<file path="src/kmsd_pkg.sv">
`timescale 1ns / 1ps

package kmsd_pkg;

   localparam int ROW_COUNT    = 14;
   localparam int COLUMN_COUNT = 8;

   localparam int ROW_W  = 4;
   localparam int COL_W  = 8;
   localparam int TIME_W = 16;
   localparam int DB_W   = 8;

   localparam logic [ROW_W-1:0] LAST_ROW       = ROW_W'(ROW_COUNT - 1);
   localparam logic [ROW_W-1:0] ROW_LIMIT      = ROW_W'(ROW_COUNT);
   localparam logic [COL_W-1:0] COL_MASK       = COL_W'((64'd1 << COLUMN_COUNT) - 64'd1);
   localparam logic [DB_W-1:0]  DEBOUNCE_RESET = DB_W'(5);

   typedef struct packed {
      logic [ROW_W-1:0]  row_index;
      logic [COL_W-1:0]  column_bits;
      logic [TIME_W-1:0] time_ms;
   } item_type;

   typedef struct packed {
      logic [ROW_W-1:0] row_number;
      logic [COL_W-1:0] debounced_bits;
      logic             committed;
      logic             settling;
   } result_type;

endpackage

</file>
<file path="src/kmsd_ifs.sv">
`timescale 1ns / 1ps

interface kmsd_req_if;
   logic        valid;
   logic        ready;
   logic [3:0]  row_index;
   logic [7:0]  column_bits;
   logic [15:0] time_ms;

   modport source (output valid, row_index, column_bits, time_ms, input ready);
   modport sink   (input valid, row_index, column_bits, time_ms, output ready);
endinterface

interface kmsd_rsp_if;
   logic       valid;
   logic       ready;
   logic [3:0] row_number;
   logic [7:0] debounced_bits;
   logic       committed;
   logic       settling;

   modport source (output valid, row_number, debounced_bits, committed, settling,
                   input ready);
   modport sink   (input valid, row_number, debounced_bits, committed, settling,
                   output ready);
endinterface

interface kmsd_csr_if;
   logic       valid;
   logic       ready;
   logic [7:0] debounce_ms;

   modport source (output valid, debounce_ms, input ready);
   modport sink   (input valid, debounce_ms, output ready);
endinterface

</file>
<file path="src/kmsd_qualify.sv">
`timescale 1ns / 1ps

module kmsd_qualify
   import kmsd_pkg::*;
(
   input  logic            clock,
   input  logic            reset,
   input  logic            advance,
   input  item_type        item,
   input  logic [DB_W-1:0] debounce_ms,
   output result_type      result
);

   logic [COL_W-1:0]  pending_ff   [ROW_COUNT];
   logic [COL_W-1:0]  pending_in   [ROW_COUNT];
   logic [COL_W-1:0]  committed_ff [ROW_COUNT];
   logic [COL_W-1:0]  committed_in [ROW_COUNT];
   logic              settling_ff;
   logic              settling_in;
   logic [TIME_W-1:0] change_time_ff;
   logic [TIME_W-1:0] change_time_in;

   logic              in_range;
   logic [COL_W-1:0]  bits;
   logic [COL_W-1:0]  pend_rd;
   logic [COL_W-1:0]  comm_rd;
   logic              changed;
   logic [TIME_W-1:0] elapsed;
   logic              do_commit;

   assign in_range = item.row_index < ROW_LIMIT;
   assign bits     = item.column_bits & COL_MASK;
   assign pend_rd  = in_range ? pending_ff[item.row_index]   : '0;
   assign comm_rd  = in_range ? committed_ff[item.row_index] : '0;
   assign changed  = in_range && (pend_rd != bits);

   always_comb begin
      pending_in     = pending_ff;
      settling_in    = settling_ff;
      change_time_in = change_time_ff;
      if (changed) begin
         pending_in[item.row_index] = bits;
         settling_in                = 1'b1;
         change_time_in             = item.time_ms;
      end
      // wrapping quiet time since the latest change
      elapsed   = TIME_W'(item.time_ms - change_time_in);
      do_commit = in_range && (item.row_index == LAST_ROW) && settling_in
                  && (elapsed > TIME_W'(debounce_ms));
      committed_in = committed_ff;
      if (do_commit) begin
         committed_in = pending_in;
         settling_in  = 1'b0;
      end
   end

   // a commit never coincides with a change of this row, so pend_rd is current
   assign result.row_number     = item.row_index;
   assign result.debounced_bits = do_commit ? pend_rd : comm_rd;
   assign result.committed      = do_commit;
   assign result.settling       = settling_in;

   always_ff @(posedge clock) begin
      if (reset) begin
         for (int i = 0; i < ROW_COUNT; i++) begin
            pending_ff[i]   <= '0;
            committed_ff[i] <= '0;
         end
         settling_ff    <= 1'b0;
         change_time_ff <= '0;
      end else if (advance) begin
         pending_ff     <= pending_in;
         committed_ff   <= committed_in;
         settling_ff    <= settling_in;
         change_time_ff <= change_time_in;
      end
   end

   a_commit_last_row: assert property (@(posedge clock) disable iff (reset)
      (advance && result.committed) |-> (item.row_index == LAST_ROW))
      else $error("commit on a row other than the last");

   a_commit_clears: assert property (@(posedge clock) disable iff (reset)
      (advance && result.committed) |=> !settling_ff)
      else $error("settling not cleared after commit");

   a_bad_row_quiet: assert property (@(posedge clock) disable iff (reset)
      (advance && !in_range) |=> ($stable(settling_ff) && $stable(change_time_ff)))
      else $error("out of range row changed debounce state");

   a_change_no_commit: assert property (@(posedge clock) disable iff (reset)
      (advance && changed) |-> (!result.committed && result.settling))
      else $error("changed row committed in the same word");

endmodule

</file>
<file path="src/key_matrix_scan_debounce.sv">
// channel   | dir | handshake        | payload
// ----------+-----+------------------+--------------------------------------
// req_port  | in  | valid / ready    | row_index, column_bits, time_ms
// rsp_port  | out | valid / ready    | row_number, debounced_bits,
//           |     |                  | committed, settling
// csr_port  | in  | valid / ready    | debounce_ms (always ready)
//
// One word per cycle sustained while rsp_port is ready; a word passes the input register
// and then the result register, which drives rsp valid.
// The whole matrix commit is a parallel copy of the pending row flops.
// Synchronous active-high reset: empty pipeline, matrices zero, debounce_ms = 5.
// rsp stall holds the result register; the input register still drains into it
// as soon as it empties, and req_ready drops only when both stages are full.
`timescale 1ns / 1ps

module key_matrix_scan_debounce
   import kmsd_pkg::*;
(
   input  logic      clock,
   input  logic      reset,
   kmsd_req_if.sink  req_port,
   kmsd_rsp_if.source rsp_port,
   kmsd_csr_if.sink  csr_port
);

   logic            in_valid_ff;
   logic            in_valid_in;
   item_type        in_item_ff;
   logic            out_valid_ff;
   logic            out_valid_in;
   result_type      out_result_ff;
   result_type      step_result;
   logic [DB_W-1:0] debounce_ff;
   logic            req_fire;
   logic            advance;

   // item moves from input register to result register
   assign advance  = in_valid_ff && (!out_valid_ff || rsp_port.ready);
   assign req_port.ready = !in_valid_ff || advance;
   assign req_fire = req_port.valid && req_port.ready;

   assign in_valid_in  = req_fire ? 1'b1 : (advance ? 1'b0 : in_valid_ff);
   assign out_valid_in = advance ? 1'b1 : (rsp_port.ready ? 1'b0 : out_valid_ff);

   always_ff @(posedge clock) begin
      if (reset) begin
         in_valid_ff  <= 1'b0;
         out_valid_ff <= 1'b0;
         debounce_ff  <= DEBOUNCE_RESET;
      end else begin
         in_valid_ff  <= in_valid_in;
         out_valid_ff <= out_valid_in;
         if (csr_port.valid) begin
            debounce_ff <= csr_port.debounce_ms;
         end
      end
   end

   // payload registers, no reset
   always_ff @(posedge clock) begin
      if (req_fire) begin
         in_item_ff.row_index   <= req_port.row_index;
         in_item_ff.column_bits <= req_port.column_bits;
         in_item_ff.time_ms     <= req_port.time_ms;
      end
      if (advance) begin
         out_result_ff <= step_result;
      end
   end

   kmsd_qualify u_qualify (
      .clock       (clock),
      .reset       (reset),
      .advance     (advance),
      .item        (in_item_ff),
      .debounce_ms (debounce_ff),
      .result      (step_result)
   );

   assign csr_port.ready = 1'b1;

   assign rsp_port.valid          = out_valid_ff;
   assign rsp_port.row_number     = out_result_ff.row_number;
   assign rsp_port.debounced_bits = out_result_ff.debounced_bits;
   assign rsp_port.committed      = out_result_ff.committed;
   assign rsp_port.settling       = out_result_ff.settling;

endmodule
</file>
<file path="src/flat_wrapper.sv">
// flat-port wrapper written by rule: the top's interface ports become plain ports
module key_matrix_scan_debounce_flat import kmsd_pkg::*;
  (clock, reset, req_port_valid, req_port_row_index, req_port_column_bits, req_port_time_ms, req_port_ready, rsp_port_valid, rsp_port_row_number, rsp_port_debounced_bits, rsp_port_committed, rsp_port_settling, rsp_port_ready, csr_port_valid, csr_port_debounce_ms, csr_port_ready);
  kmsd_req_if req_port_i ();
  kmsd_rsp_if rsp_port_i ();
  kmsd_csr_if csr_port_i ();
  input  logic clock;
  input  logic reset;
  input wire logic [$bits(req_port_i.valid)-1:0] req_port_valid;
  input wire logic [$bits(req_port_i.row_index)-1:0] req_port_row_index;
  input wire logic [$bits(req_port_i.column_bits)-1:0] req_port_column_bits;
  input wire logic [$bits(req_port_i.time_ms)-1:0] req_port_time_ms;
  output wire logic [$bits(req_port_i.ready)-1:0] req_port_ready;
  output wire logic [$bits(rsp_port_i.valid)-1:0] rsp_port_valid;
  output wire logic [$bits(rsp_port_i.row_number)-1:0] rsp_port_row_number;
  output wire logic [$bits(rsp_port_i.debounced_bits)-1:0] rsp_port_debounced_bits;
  output wire logic [$bits(rsp_port_i.committed)-1:0] rsp_port_committed;
  output wire logic [$bits(rsp_port_i.settling)-1:0] rsp_port_settling;
  input wire logic [$bits(rsp_port_i.ready)-1:0] rsp_port_ready;
  input wire logic [$bits(csr_port_i.valid)-1:0] csr_port_valid;
  input wire logic [$bits(csr_port_i.debounce_ms)-1:0] csr_port_debounce_ms;
  output wire logic [$bits(csr_port_i.ready)-1:0] csr_port_ready;
  assign req_port_i.valid = req_port_valid;
  assign req_port_i.row_index = req_port_row_index;
  assign req_port_i.column_bits = req_port_column_bits;
  assign req_port_i.time_ms = req_port_time_ms;
  assign req_port_ready = req_port_i.ready;
  assign rsp_port_valid = rsp_port_i.valid;
  assign rsp_port_row_number = rsp_port_i.row_number;
  assign rsp_port_debounced_bits = rsp_port_i.debounced_bits;
  assign rsp_port_committed = rsp_port_i.committed;
  assign rsp_port_settling = rsp_port_i.settling;
  assign rsp_port_i.ready = rsp_port_ready;
  assign csr_port_i.valid = csr_port_valid;
  assign csr_port_i.debounce_ms = csr_port_debounce_ms;
  assign csr_port_ready = csr_port_i.ready;
  key_matrix_scan_debounce u_core (.clock(clock), .reset(reset), .req_port(req_port_i), .rsp_port(rsp_port_i), .csr_port(csr_port_i));
endmodule
</file>
<file path="config.mk">
export PLATFORM = sky130hd
export DESIGN_NAME = key_matrix_scan_debounce_flat
export DESIGN_NICKNAME = d
export VERILOG_FILES = /design/src/kmsd_pkg.sv /design/src/kmsd_ifs.sv /design/src/kmsd_qualify.sv /design/src/key_matrix_scan_debounce.sv /design/src/flat_wrapper.sv
export SDC_FILE = /design/constraint.sdc
export NUM_CORES = 1
export LEC_CHECK = 0
export ABC_CLOCK_PERIOD_IN_PS = 10100
export CAP_MARGIN = 5
export CORE_MARGIN = 2
export CORE_UTILIZATION = 41
export CTS_BUF_LIST = sky130_fd_sc_hd__clkbuf_4
export CTS_CLUSTER_DIAMETER = 80
export DETAILED_ROUTE_END_ITERATION = 8
export DONT_BUFFER_PORTS = 1
export PLACE_DENSITY = 0.61
export SYNTH_ARGS = -nofsm -noshare
export SYNTH_HDL_FRONTEND = slang
export SYNTH_SLANG_ARGS = --single-unit
</file>
<file path="constraint.sdc">
create_clock -name clock -period 10.1 [get_ports clock]
set_clock_uncertainty 0.15 [all_clocks]
set_input_delay 1.515 -clock clock [delete_from_list [all_inputs] [get_ports clock]]
set_output_delay 1.515 -clock clock [all_outputs]
set_load 0.005 [all_outputs]
</file>
==> impl_metrics.py, run 1 <==
metrics = {
    "run_status": {
        "outcome": "complete, no violations",
    },
    "run": {
        "drv_cap": 0,
    },
    "clock_tree": {
        "clockBufferDepth": 3,
        "postCtsHoldBufs": 0,
        "cts_tree": "built",
        "cts_setup_buffers": 0,
        "cts_root_buf": "clkbuf_4",
        "cts_buffers": 79,
        "clkTransAtPathRegs_ps": 60,
        "cts_resized": 0,
        "insertion_delay_ps": 740,
        "cts.sinks": 293,
        "cts-htree-levels": 3,
    },
    "worst_setup_path": {
        "cp_num_buf_inv": 2,
        "crit_arrival_ps": 8460,
        "crit_path_top_delay_cell": "nor2b_1",
        "crit_type": "flip-flop to flip-flop",
        "cp_common_cell": "a21oi_1",
        "cp-end-kind": "flip-flop",
        "cpPeakStageDelay_ps": 780,
        "cp.required_ps": 10500,
        "worstSetupStartpointType": "flip-flop",
        "crit_start": "u_core.in_item_ff[24]$_DFFE_PP_",
        "critPathMaxFanout": 218,
        "r2r_start": "u_core.in_item_ff[24]$_DFFE_PP_",
        "crit_family": "compound AO/OA/AOI/OAI gates",
    },
    "drt": {
        "drtAntennaViolNets": 0,
        "routedWlPerCell_um": 20.40,
        "viasPerCell": 5.893,
        "drc_errors": 0,
        "drt_iter0_drc": 1289,
        "routed_wirelength_mm": 43.48,
        "vias": 12560,
        "first_pass_iters": 5,
    },
    "timing": {
        "relSlewSlack_pct": 17.87,
        "setup_viol": 0,
        "tightest_slew_ps": 1227,
        "setup-tns-final_ps": 0,
        "finalCriticalPeriod_ps": 8067,
        "hold_ws_ps": 309.9,
        "fmax_ghz": 0.1240,
        "final_max_slew_viol_count": 0,
        "fin_crit_sh_pct": 79.88,
        "finalHoldViolations": 0,
        "grt_setup_unrepaired": "false",
    },
    "layout": {
        "drive_gt1_share_pct": 13.72,
        "post-route-cell-area_um2": 16310,
        "areaGrowthSynthToFinish_pct": 8.122,
        "fill_cells": 3541,
        "nets": 1664,
        "regArea_um2": 6286,
        "multi_input_area_um2": 8023,
        "final_core_util_pct": 44.75,
        "layout.cells.non_filler": 2131,
    },
    "floorplan": {
        "pin_count": 58,
        "die_area_um2": 38330,
        "die-width_um": 195.8,
        "initial_utilization_pct": 41.39,
        "design.core.area_um2": 36430,
        "die_y_um": 195.8,
        "rows": 70,
    },
    "place": {
        "io_buffer_count": 0,
        "placed_area_um2": 15280,
        "gp_congestion": 0.9466,
        "dp_hpwl_mm": 27.55,
        "dpl.cell_count": 1991,
    },
    "global_routing": {
        "grt_pass1_vias": 11880,
        "grt_pass1_wl_mm": 67.43,
        "grt.overflow.total": 0,
        "track_usage_pct": 22.42,
        "grt_max_degree": 244,
        "antenna_found_initial": 2,
    },
    "yosys": {
        "ys_seq_elements": 293,
        "ys.flop_type": "dfxtp_1",
        "yosys.area_share.simple_pct": 12.35,
        "seq_area_frac_synth_pct": 41.68,
        "synth_edf_count": 42,
        "avgSynthCellArea_um2": 9.173,
        "syn_inst": 1644,
        "ys_top_cells_by_area": "dfxtp_1 33%, mux2i_1 13%, a21oi_1 8.4%, edfxtp_1 8.4%, nand2_1 6.3%",
        "synthMuxAreaShare_pct": 17.20,
        "synthesis.nets": 1704,
        "synthAdderAreaFrac_pct": 1.759,
        "synth_top_family_by_area": "compound AO/OA/AOI/OAI gates",
        "yosys.area.top_type_share_pct": 33.32,
        "synth_cell_type_count": 63,
        "async_flop_share_pct": 0,
        "netlist_area_um2": 15080,
        "synthXorXnorAreaFrac_pct": 1.319,
        "yosysTopAreaCell": "dfxtp_1",
        "yosysWarnings": 0,
        "synth_compound_area_share_pct": 20.35,
    },
    "pwr": {
        "p_per_area_nw_per_um2": 158.2,
        "p_leak_nw": 5.427,
        "max-vdd-ir-drop_mv": 0.1199,
    },
    "min_path": {
        "min-delay-start": "u_core.u_qualify.change_time_ff[0]$_SDFFE_PP0P_",
        "hold_class": "flip-flop to flip-flop",
    },
}
==> synth_stat cells, drive strengths merged, types with 9 or more instances <==
cell type  number
a211oi         34
a21o            9
a21oi         253
a221oi          9
a311oi         99
and3           11
buf            71
clkbuf         87
dfxtp         251
edfxtp         42
ha             18
inv            22
mux2            9
mux2i         195
mux4           24
nand2         254
nand3          15
nor2           73
nor2b          18
nor3           20
nor4           11
o21ai          24
xnor2          17
==> path summary, 6_finish.rpt <==
| path | to | slack (ps) | cells past startpoint |
|---|---|---|---|
| min reg2reg | u_core.u_qualify.change_time_ff[0]$_SDFFE_PP0P_ | 310 | 2 |
| max | u_core.u_qualify.committed_ff[101]$_SDFFE_PP0P_ | 2030 | 28 |
| max reg2reg | u_core.u_qualify.committed_ff[101]$_SDFFE_PP0P_ | 2030 | 28 |
| min | u_core.u_qualify.change_time_ff[0]$_SDFFE_PP0P_ | 310 | 2 |
==> kinds of logic after synthesis <==
family / Yosys count
adders and majority gates: 21
other: 1
and+or+nand+nor: 429
buffers and inverters: 181
muxes: 228
xor gates and xnor gates: 21
AOI/OAI and AO/OA: 470
DFF: 293
==> sequential cells by signal (all words and copies together) (netlist names) <==
| register | count |
|---|---|
| u_core.rsp_port.committed | 1 |
| u_core.rsp_port.valid | 1 |
| u_core.debounce_ff | 8 |
| u_core.u_qualify.change_time_ff | 16 |
| u_core.rsp_port.settling | 1 |
| u_core.in_valid_ff | 1 |
| u_core.rsp_port.row_number | 4 |
| u_core.u_qualify.pending_ff | 112 |
| u_core.u_qualify.settling_ff | 1 |
| u_core.rsp_port.debounced_bits | 8 |
| u_core.in_item_ff | 28 |
| u_core.u_qualify.committed_ff | 112 |
==> metrics by stage <==
step           setup WS [ps]  total power [mW]
2_1_floorplan           4093             1.464
3_3_place_gp            2329             1.517
3_5_place_dp            2232             1.519
4_1_cts                 2198             2.604
5_1_grt                 1386             2.694
6_report                2033             2.580
==> power by group <==
group          internal (mW)  switching [mW]  total (mW)
clock                  0.577           0.503        1.08
combinational         0.0999           0.172       0.271
sequential              1.21          0.0184        1.23
total                   1.89           0.693        2.58
==> placed cells by master, fill, tap and decap left out, types with 19 or more instances in the layout <==
cell	count
mux2i_1	195
a311oi_1	99
nand2_1	253
a21oi_1	253
a211oi_1	23
edfxtp_1	42
mux4_2	24
inv_1	21
dfxtp_1	251
buf_4	35
nor3_1	19
nor2_1	70
clkbuf_4	116
o21ai_0	24
==> cell type report <==
| cell class | instances | area share, % |
|---|---|---|
| inverters | 23 | 0.5448 |
| clock buffers | 116 | 5.341 |
| repair buffers | 37 | 1.857 |
| flip-flops and latches | 293 | 38.55 |
| well taps | 468 | 3.591 |
| multi-input cells | 1170 | 49.20 |
| clock inverters | 23 | 0.8978 |
| diodes | 1 | 0.01535 |
==> routing by layer <==
| metal | up-vias | wire length (um) | track usage [%] |
|---|---|---|---|
| met5 | - | 9 | 0 |
| met3 | 95 | 3094 | 4.985 |
| met2 | 435 | 18920 | 33.28 |
| li1 | 6003 | - | - |
| met4 | 2 | 1367 | 9.484 |
| met1 | 6023 | 20080 | 31.42 |
==> worst reg2reg max path: cells and delay by family, from the launching register on <==
family	cells	cell delay, ps
xor+xnor	2	410
fa+ha+maj	3	740
simple gates	5	1640
flops	1	660
buf+inv	2	470
compound gates	16	3820
Note: power is estimated with default switching activity, not from simulation.
==> inputs of run 2 (changes only) <==
- ABC_CLOCK_PERIOD_IN_PS: 10100 -> 7200
- PLACE_DENSITY: 0.61 -> 0.63
- clock period: 10.1 -> 7.2 ns (I/O delays scaled with it)
==> impl_metrics.py, run 2 (synthesis results as in run 1) <==
metrics = {
    "run_status": {
        "outcome": "complete, no violations",
    },
    "place": {
        "gp_congestion": 0.9371,
        "dp_hpwl_mm": 30.09,
        "io_buffer_count": 0,
        "placed_area_um2": 15510,
    },
    "layout": {
        "nets": 1698,
        "final_core_util_pct": 46.46,
        "regArea_um2": 6286,
        "post-route-cell-area_um2": 16930,
        "drive_gt1_share_pct": 16.88,
        "areaGrowthSynthToFinish_pct": 12.24,
        "multi_input_area_um2": 8152,
        "top_regs": "u_core.u_qualify.committed_ff x112, u_core.u_qualify.pending_ff x112, u_core.in_item_ff x28",
        "fill_cells": 3491,
        "layout_common_cells": "253 x nand2_1, 253 x a21oi_1, 251 x dfxtp_1",
    },
    "timing": {
        "fin_crit_sh_pct": 93.67,
        "fmax_ghz": 0.1483,
        "setup-tns-final_ps": 0,
        "relSlewSlack_pct": 12.50,
        "tightest_slew_ps": 1300,
        "grt_setup_unrepaired": "false",
        "hold_ws_ps": 228.4,
        "finalHoldViolations": 0,
        "finalCriticalPeriod_ps": 6744,
        "setup_viol": 0,
        "final_max_slew_viol_count": 0,
    },
    "global_routing": {
        "grt_max_degree": 244,
        "track_usage_pct": 23.50,
        "grt.overflow.total": 0,
        "grt_pass1_wl_mm": 70.22,
        "antenna_found_initial": 4,
        "grt_pass1_vias": 12040,
    },
    "drt": {
        "drc_errors": 0,
        "viasPerCell": 5.937,
        "routedWlPerCell_um": 21.23,
        "drt_iter0_drc": 1177,
        "routed_wirelength_mm": 46.06,
        "first_pass_iters": 6,
        "drtAntennaViolNets": 0,
        "vias": 12880,
    },
    "worst_setup_path": {
        "cpPeakStageDelay_ps": 470,
        "cp.required_ps": 7590,
        "cp_common_cell": "a21oi_1",
        "worstSetupStartpointType": "flip-flop",
        "r2r_start": "u_core.in_item_ff[25]$_DFFE_PP_",
        "crit_arrival_ps": 7130,
        "crit_type": "flip-flop to flip-flop",
        "crit_path_top_delay_cell": "fa_1",
        "cp-end-kind": "flip-flop",
        "critPathMaxFanout": 53,
        "reg2reg_to": "u_core.rsp_port.debounced_bits[4]$_DFFE_PP_",
        "reg2reg_slack_ps": 460,
        "ff2ff_path_depth": 28,
    },
    "clock_tree": {
        "cts.sinks": 293,
        "insertion_delay_ps": 770,
        "cts_root_buf": "clkbuf_4",
        "postCtsHoldBufs": 0,
        "cts-htree-levels": 3,
        "clkTransAtPathRegs_ps": 70,
        "clockBufferDepth": 3,
        "cts_tree": "built",
        "cts_buffers": 81,
    },
    "min_path": {
        "holdPathEnd": "u_core.u_qualify.pending_ff[62]$_SDFFE_PP0P_",
        "hold_class": "primary input to flip-flop",
        "hold_depth": 1,
        "min-delay-start": "reset",
    },
    "pwr": {
        "p_per_area_nw_per_um2": 226.7,
        "power_frac_clock_pct": 44.1,
        "max-vdd-ir-drop_mv": 0.1499,
        "p_seq_share_pct": 45.0,
        "internal_power_mw": 2.814,
        "p_leak_nw": 5.653,
        "p_comb_share_pct": 10.9,
        "finalPower_mw": 3.837,
        "sw_frac_of_total_pct": 26.67,
        "switchingPower_mw": 1.023,
    },
    "run": {
        "drv_cap": 0,
    },
    "floorplan": {
        "die_y_um": 195.8,
        "rows": 70,
        "design.core.area_um2": 36430,
        "initial_utilization_pct": 41.39,
        "die-width_um": 195.8,
        "die_area_um2": 38330,
        "pin_count": 58,
    },
}
-- run 2: cell types whose count changed in the layout (fill, tap and decap cells not counted), moves of 3 or more --
cell	delta
bufinv_16	+3
buf_4	+22
inv_2	-4
o22ai_1	-3
clkbuf_4	+6
o22ai_2	+3
mux2i_2	+8
mux2i_4	+3
mux2i_1	-11
buf_12	+5
-- run 2: how the worst max path moves through the flow --
stage | start | to | slack [ps] | depth (start not counted)
floorplan | u_core.in_item_ff[24]$_DFFE_PP_ | u_core.rsp_port.debounced_bits[0]$_DFFE_PP_ | 1190 | 30
global placement | u_core.in_item_ff[25]$_DFFE_PP_ | u_core.rsp_port.debounced_bits[4]$_DFFE_PP_ | 60 | 31
detailed placement | u_core.in_item_ff[25]$_DFFE_PP_ | u_core.rsp_port.debounced_bits[4]$_DFFE_PP_ | 110 | 31
CTS | u_core.in_item_ff[25]$_DFFE_PP_ | u_core.rsp_port.debounced_bits[4]$_DFFE_PP_ | 10 | 31
global route | u_core.in_item_ff[25]$_DFFE_PP_ | u_core.u_qualify.committed_ff[101]$_SDFFE_PP0P_ | 40 | 31
finish | u_core.in_item_ff[25]$_DFFE_PP_ | u_core.rsp_port.debounced_bits[4]$_DFFE_PP_ | 460 | 28
-- run 2: power by group through the flow --
stage	Sequential (mW)	Combinational [mW]	Clock (mW)
after detailed placement	1.76	0.391	0
after global routing	1.73	0.450	1.82
final	1.73	0.417	1.69
after CTS	1.73	0.393	1.73
after floorplan	1.75	0.306	0
after global placement	1.76	0.387	0
-- run 2: layout make-up --
type                            count  share of cell area, %
Clock inverter                     23                  1.368
Sequential cell                   293                  37.14
Tap cell                          468                  3.460
Inverter                           23                 0.5248
Timing Repair Buffer               69                  3.910
Multi-Input combinational cell   1170                  48.16
Clock buffer                      122                  5.411
Antenna cell                        2                0.02957
-- run 2: worst max-delay path, delay by kind of cell, from the launching register on --
family                     cells  cell delay [ps]
AOI/OAI and AO/OA             13             2490
buffers and inverters          4              710
muxes                          2              470
DFF                            1              430
adders and majority gates      3             1030
and+or+nand+nor                4              850
xor gates and xnor gates       2              380
-- run 2: metal layers --
metal | share of wire, % | global-route usage (%) | vias up
met5 | 0.022 | 0 | -
met4 | 3.0 | 9.736 | 2
met3 | 7.3 | 5.209 | 101
met2 | 43 | 34.59 | 482
met1 | 46 | 33.26 | 6214
li1 | - | - | 6085
-- run 2: through the flow --
step | worst slack, ps | instances
floorplan | 1193 | 1644
global placement | 63.52 | 2010
detailed placement | 113.5 | 2011
CTS | 14.29 | 2156
global route | 43.20 | 2170
finish | 456.1 | 2170
-- run 2: repair_timing --
item / CTS / global route
endpoints found under the setup margin: 0 / 123
buffers inserted: 0 / 10
gates resized for setup: 0 / 29
==> inputs of run 3 (changes only) <==
- ABC_CLOCK_PERIOD_IN_PS: 7200 -> 6000
- clock period: 7.2 -> 6 ns (I/O delays scaled with it)
==> impl_metrics.py, run 3 (synthesis results as in run 1) <==
metrics = {
    "layout": {
        "nets": 1826,
        "layout_common_cells": "252 x nand2_1, 251 x dfxtp_1, 183 x mux2i_1",
        "top_regs": "u_core.u_qualify.committed_ff x112, u_core.u_qualify.pending_ff x112, u_core.in_item_ff x28",
        "layout_commonest_cell": "nand2_1",
        "post-route-cell-area_um2": 19280,
        "drive_gt1_share_pct": 31.34,
        "areaGrowthSynthToFinish_pct": 27.83,
    },
    "worst_setup_path": {
        "crit_type": "flip-flop to flip-flop",
        "worstSetupStartpointType": "flip-flop",
        "crit_family": "compound AO/OA/AOI/OAI gates",
        "cp.required_ps": 6460,
        "critPathMaxFanout": 5,
        "ff2ff_path_depth": 34,
        "r2r_start": "u_core.in_item_ff[25]$_DFFE_PP_",
        "reg2reg_slack_ps": -550,
        "cp_common_cell": "a21oi_1",
        "cp_num_buf_inv": 8,
        "cp-end-kind": "flip-flop",
        "crit_arrival_ps": 7010,
        "reg2reg_to": "u_core.u_qualify.committed_ff[95]$_SDFFE_PP0P_",
        "crit_path_top_delay_cell": "a222oi_1",
        "cpPeakStageDelay_ps": 420,
    },
    "drt": {
        "drt-met1-wl_mm": 21.36,
        "highest_layer": "met4",
        "dr_wl_met2_mm": 22.45,
        "viasPerCell": 5.985,
        "routedWlPerCell_um": 21.70,
        "vias": 13700,
        "drt_iter0_drc": 1434,
        "wl_met3_mm": 4.326,
        "routed_wirelength_mm": 49.66,
        "first_pass_iters": 9,
        "drtAntennaViolNets": 0,
        "drc_errors": 0,
    },
    "global_routing": {
        "grt_pass1_vias": 12750,
        "track_usage_pct": 24.16,
        "grt_pass1_wl_mm": 72.77,
        "grt.overflow.total": 0,
        "antenna_found_initial": 2,
        "grt_max_degree": 244,
    },
    "run_status": {
        "violations": "setup timing",
        "outcome": "finished, violations left",
    },
    "min_path": {
        "hold_depth": 1,
        "min-delay-start": "reset",
        "hold_class": "primary input to flip-flop",
        "holdPathEnd": "u_core.u_qualify.pending_ff[111]$_SDFFE_PP0P_",
    },
    "timing": {
        "finalHoldViolations": 0,
        "tightest_slew_ps": 1300,
        "final_max_slew_viol_count": 0,
        "fin_crit_sh_pct": 109.1,
        "finalCriticalPeriod_ps": 6547,
        "grt_setup_unrepaired": "true",
        "layout_setup_ws_ps": -547.0,
        "fmax_ghz": 0.1527,
        "relSlewSlack_pct": 12.57,
        "setup_viol": 123,
    },
    "place": {
        "io_buffer_count": 0,
        "dp_hpwl_mm": 29.77,
        "gp_congestion": 0.8751,
        "place_ws_ps": -736.4,
        "placed_area_um2": 16300,
    },
    "clock_tree": {
        "cts_buffers": 78,
        "cts_root_buf": "clkbuf_4",
        "insertion_delay_ps": 750,
        "clockBufferDepth": 3,
        "cts_tree": "built",
        "clkTransAtPathRegs_ps": 70,
        "cts.sinks": 293,
        "postCtsHoldBufs": 0,
        "cts-htree-levels": 3,
    },
    "pwr": {
        "p_per_area_nw_per_um2": 236.2,
        "max-vdd-ir-drop_mv": 0.1831,
        "p_leak_nw": 6.672,
    },
    "run": {
        "drv_cap": 0,
    },
    "floorplan": {
        "design.core.area_um2": 36430,
        "die_y_um": 195.8,
        "initial_utilization_pct": 41.39,
        "pin_count": 58,
        "die_area_um2": 38330,
        "die-width_um": 195.8,
        "rows": 70,
    },
}
[run 3: how the worst max path moves through the flow]
stage / from / to / cells past startpoint
2_1_floorplan: u_core.in_item_ff[24]$_DFFE_PP_ / u_core.rsp_port.debounced_bits[0]$_DFFE_PP_ / 30
3_3_place_gp: u_core.in_item_ff[25]$_DFFE_PP_ / u_core.rsp_port.debounced_bits[6]$_DFFE_PP_ / 31
3_5_place_dp: u_core.in_item_ff[25]$_DFFE_PP_ / u_core.rsp_port.debounced_bits[6]$_DFFE_PP_ / 31
4_1_cts: u_core.in_item_ff[25]$_DFFE_PP_ / u_core.u_qualify.committed_ff[110]$_SDFFE_PP0P_ / 33
5_1_grt: u_core.in_item_ff[25]$_DFFE_PP_ / u_core.u_qualify.committed_ff[95]$_SDFFE_PP0P_ / 35
6_report: u_core.in_item_ff[25]$_DFFE_PP_ / u_core.u_qualify.committed_ff[95]$_SDFFE_PP0P_ / 34
[run 3: final cells by class]
cell class              instances  area (um^2)
diodes                          2        5.005
clock buffers                 117        878.3
clock inverters                16        155.1
fillers                      3199        17160
inverters                      23        93.84
multi-input cells            1170         9201
flip-flops and latches        293         6286
well taps                     468        585.6
repair buffers                199         2066
repair inverters                1        6.256
[run 3: repair_timing]
| action | CTS | global route |
|---|---|---|
| gates resized for setup | 147 | 127 |
| gates cloned | 10 | 14 |
| pin swaps | 31 | 9 |
| setup endpoints to repair | 123 | 123 |
| buffers inserted | 16 | 13 |
[run 3: per-stage QoR]
step	total power [mW]	util, %	hold slack, ps	cells	setup TNS [ps]
detailed placement	2.631	44.73	303.7	2108	-84660
global placement	2.626	44.73	297.6	2108	-74550
CTS	4.553	50.45	44.40	2267	-30250
floorplan	2.466	-	270.6	1644	0
finish	4.553	52.91	88.78	2289	-53920
global route	4.732	52.90	47.50	2288	-98560
[run 3: power breakdown]
group | total (mW) | switching [mW] | leakage [nW] | internal [mW]
Sequential | 2.07 | 0.0366 | 2.43 | 2.04
Combinational | 0.605 | 0.334 | 3.64 | 0.271
Clock | 1.87 | 0.858 | 0.600 | 1.02
[run 3: layer usage]
layer	vias up	GRT usage, %
met3	121	4.504
met1	6585	34.46
li1	6348	-
met4	0	7.856
met2	645	36.94
met5	-	0
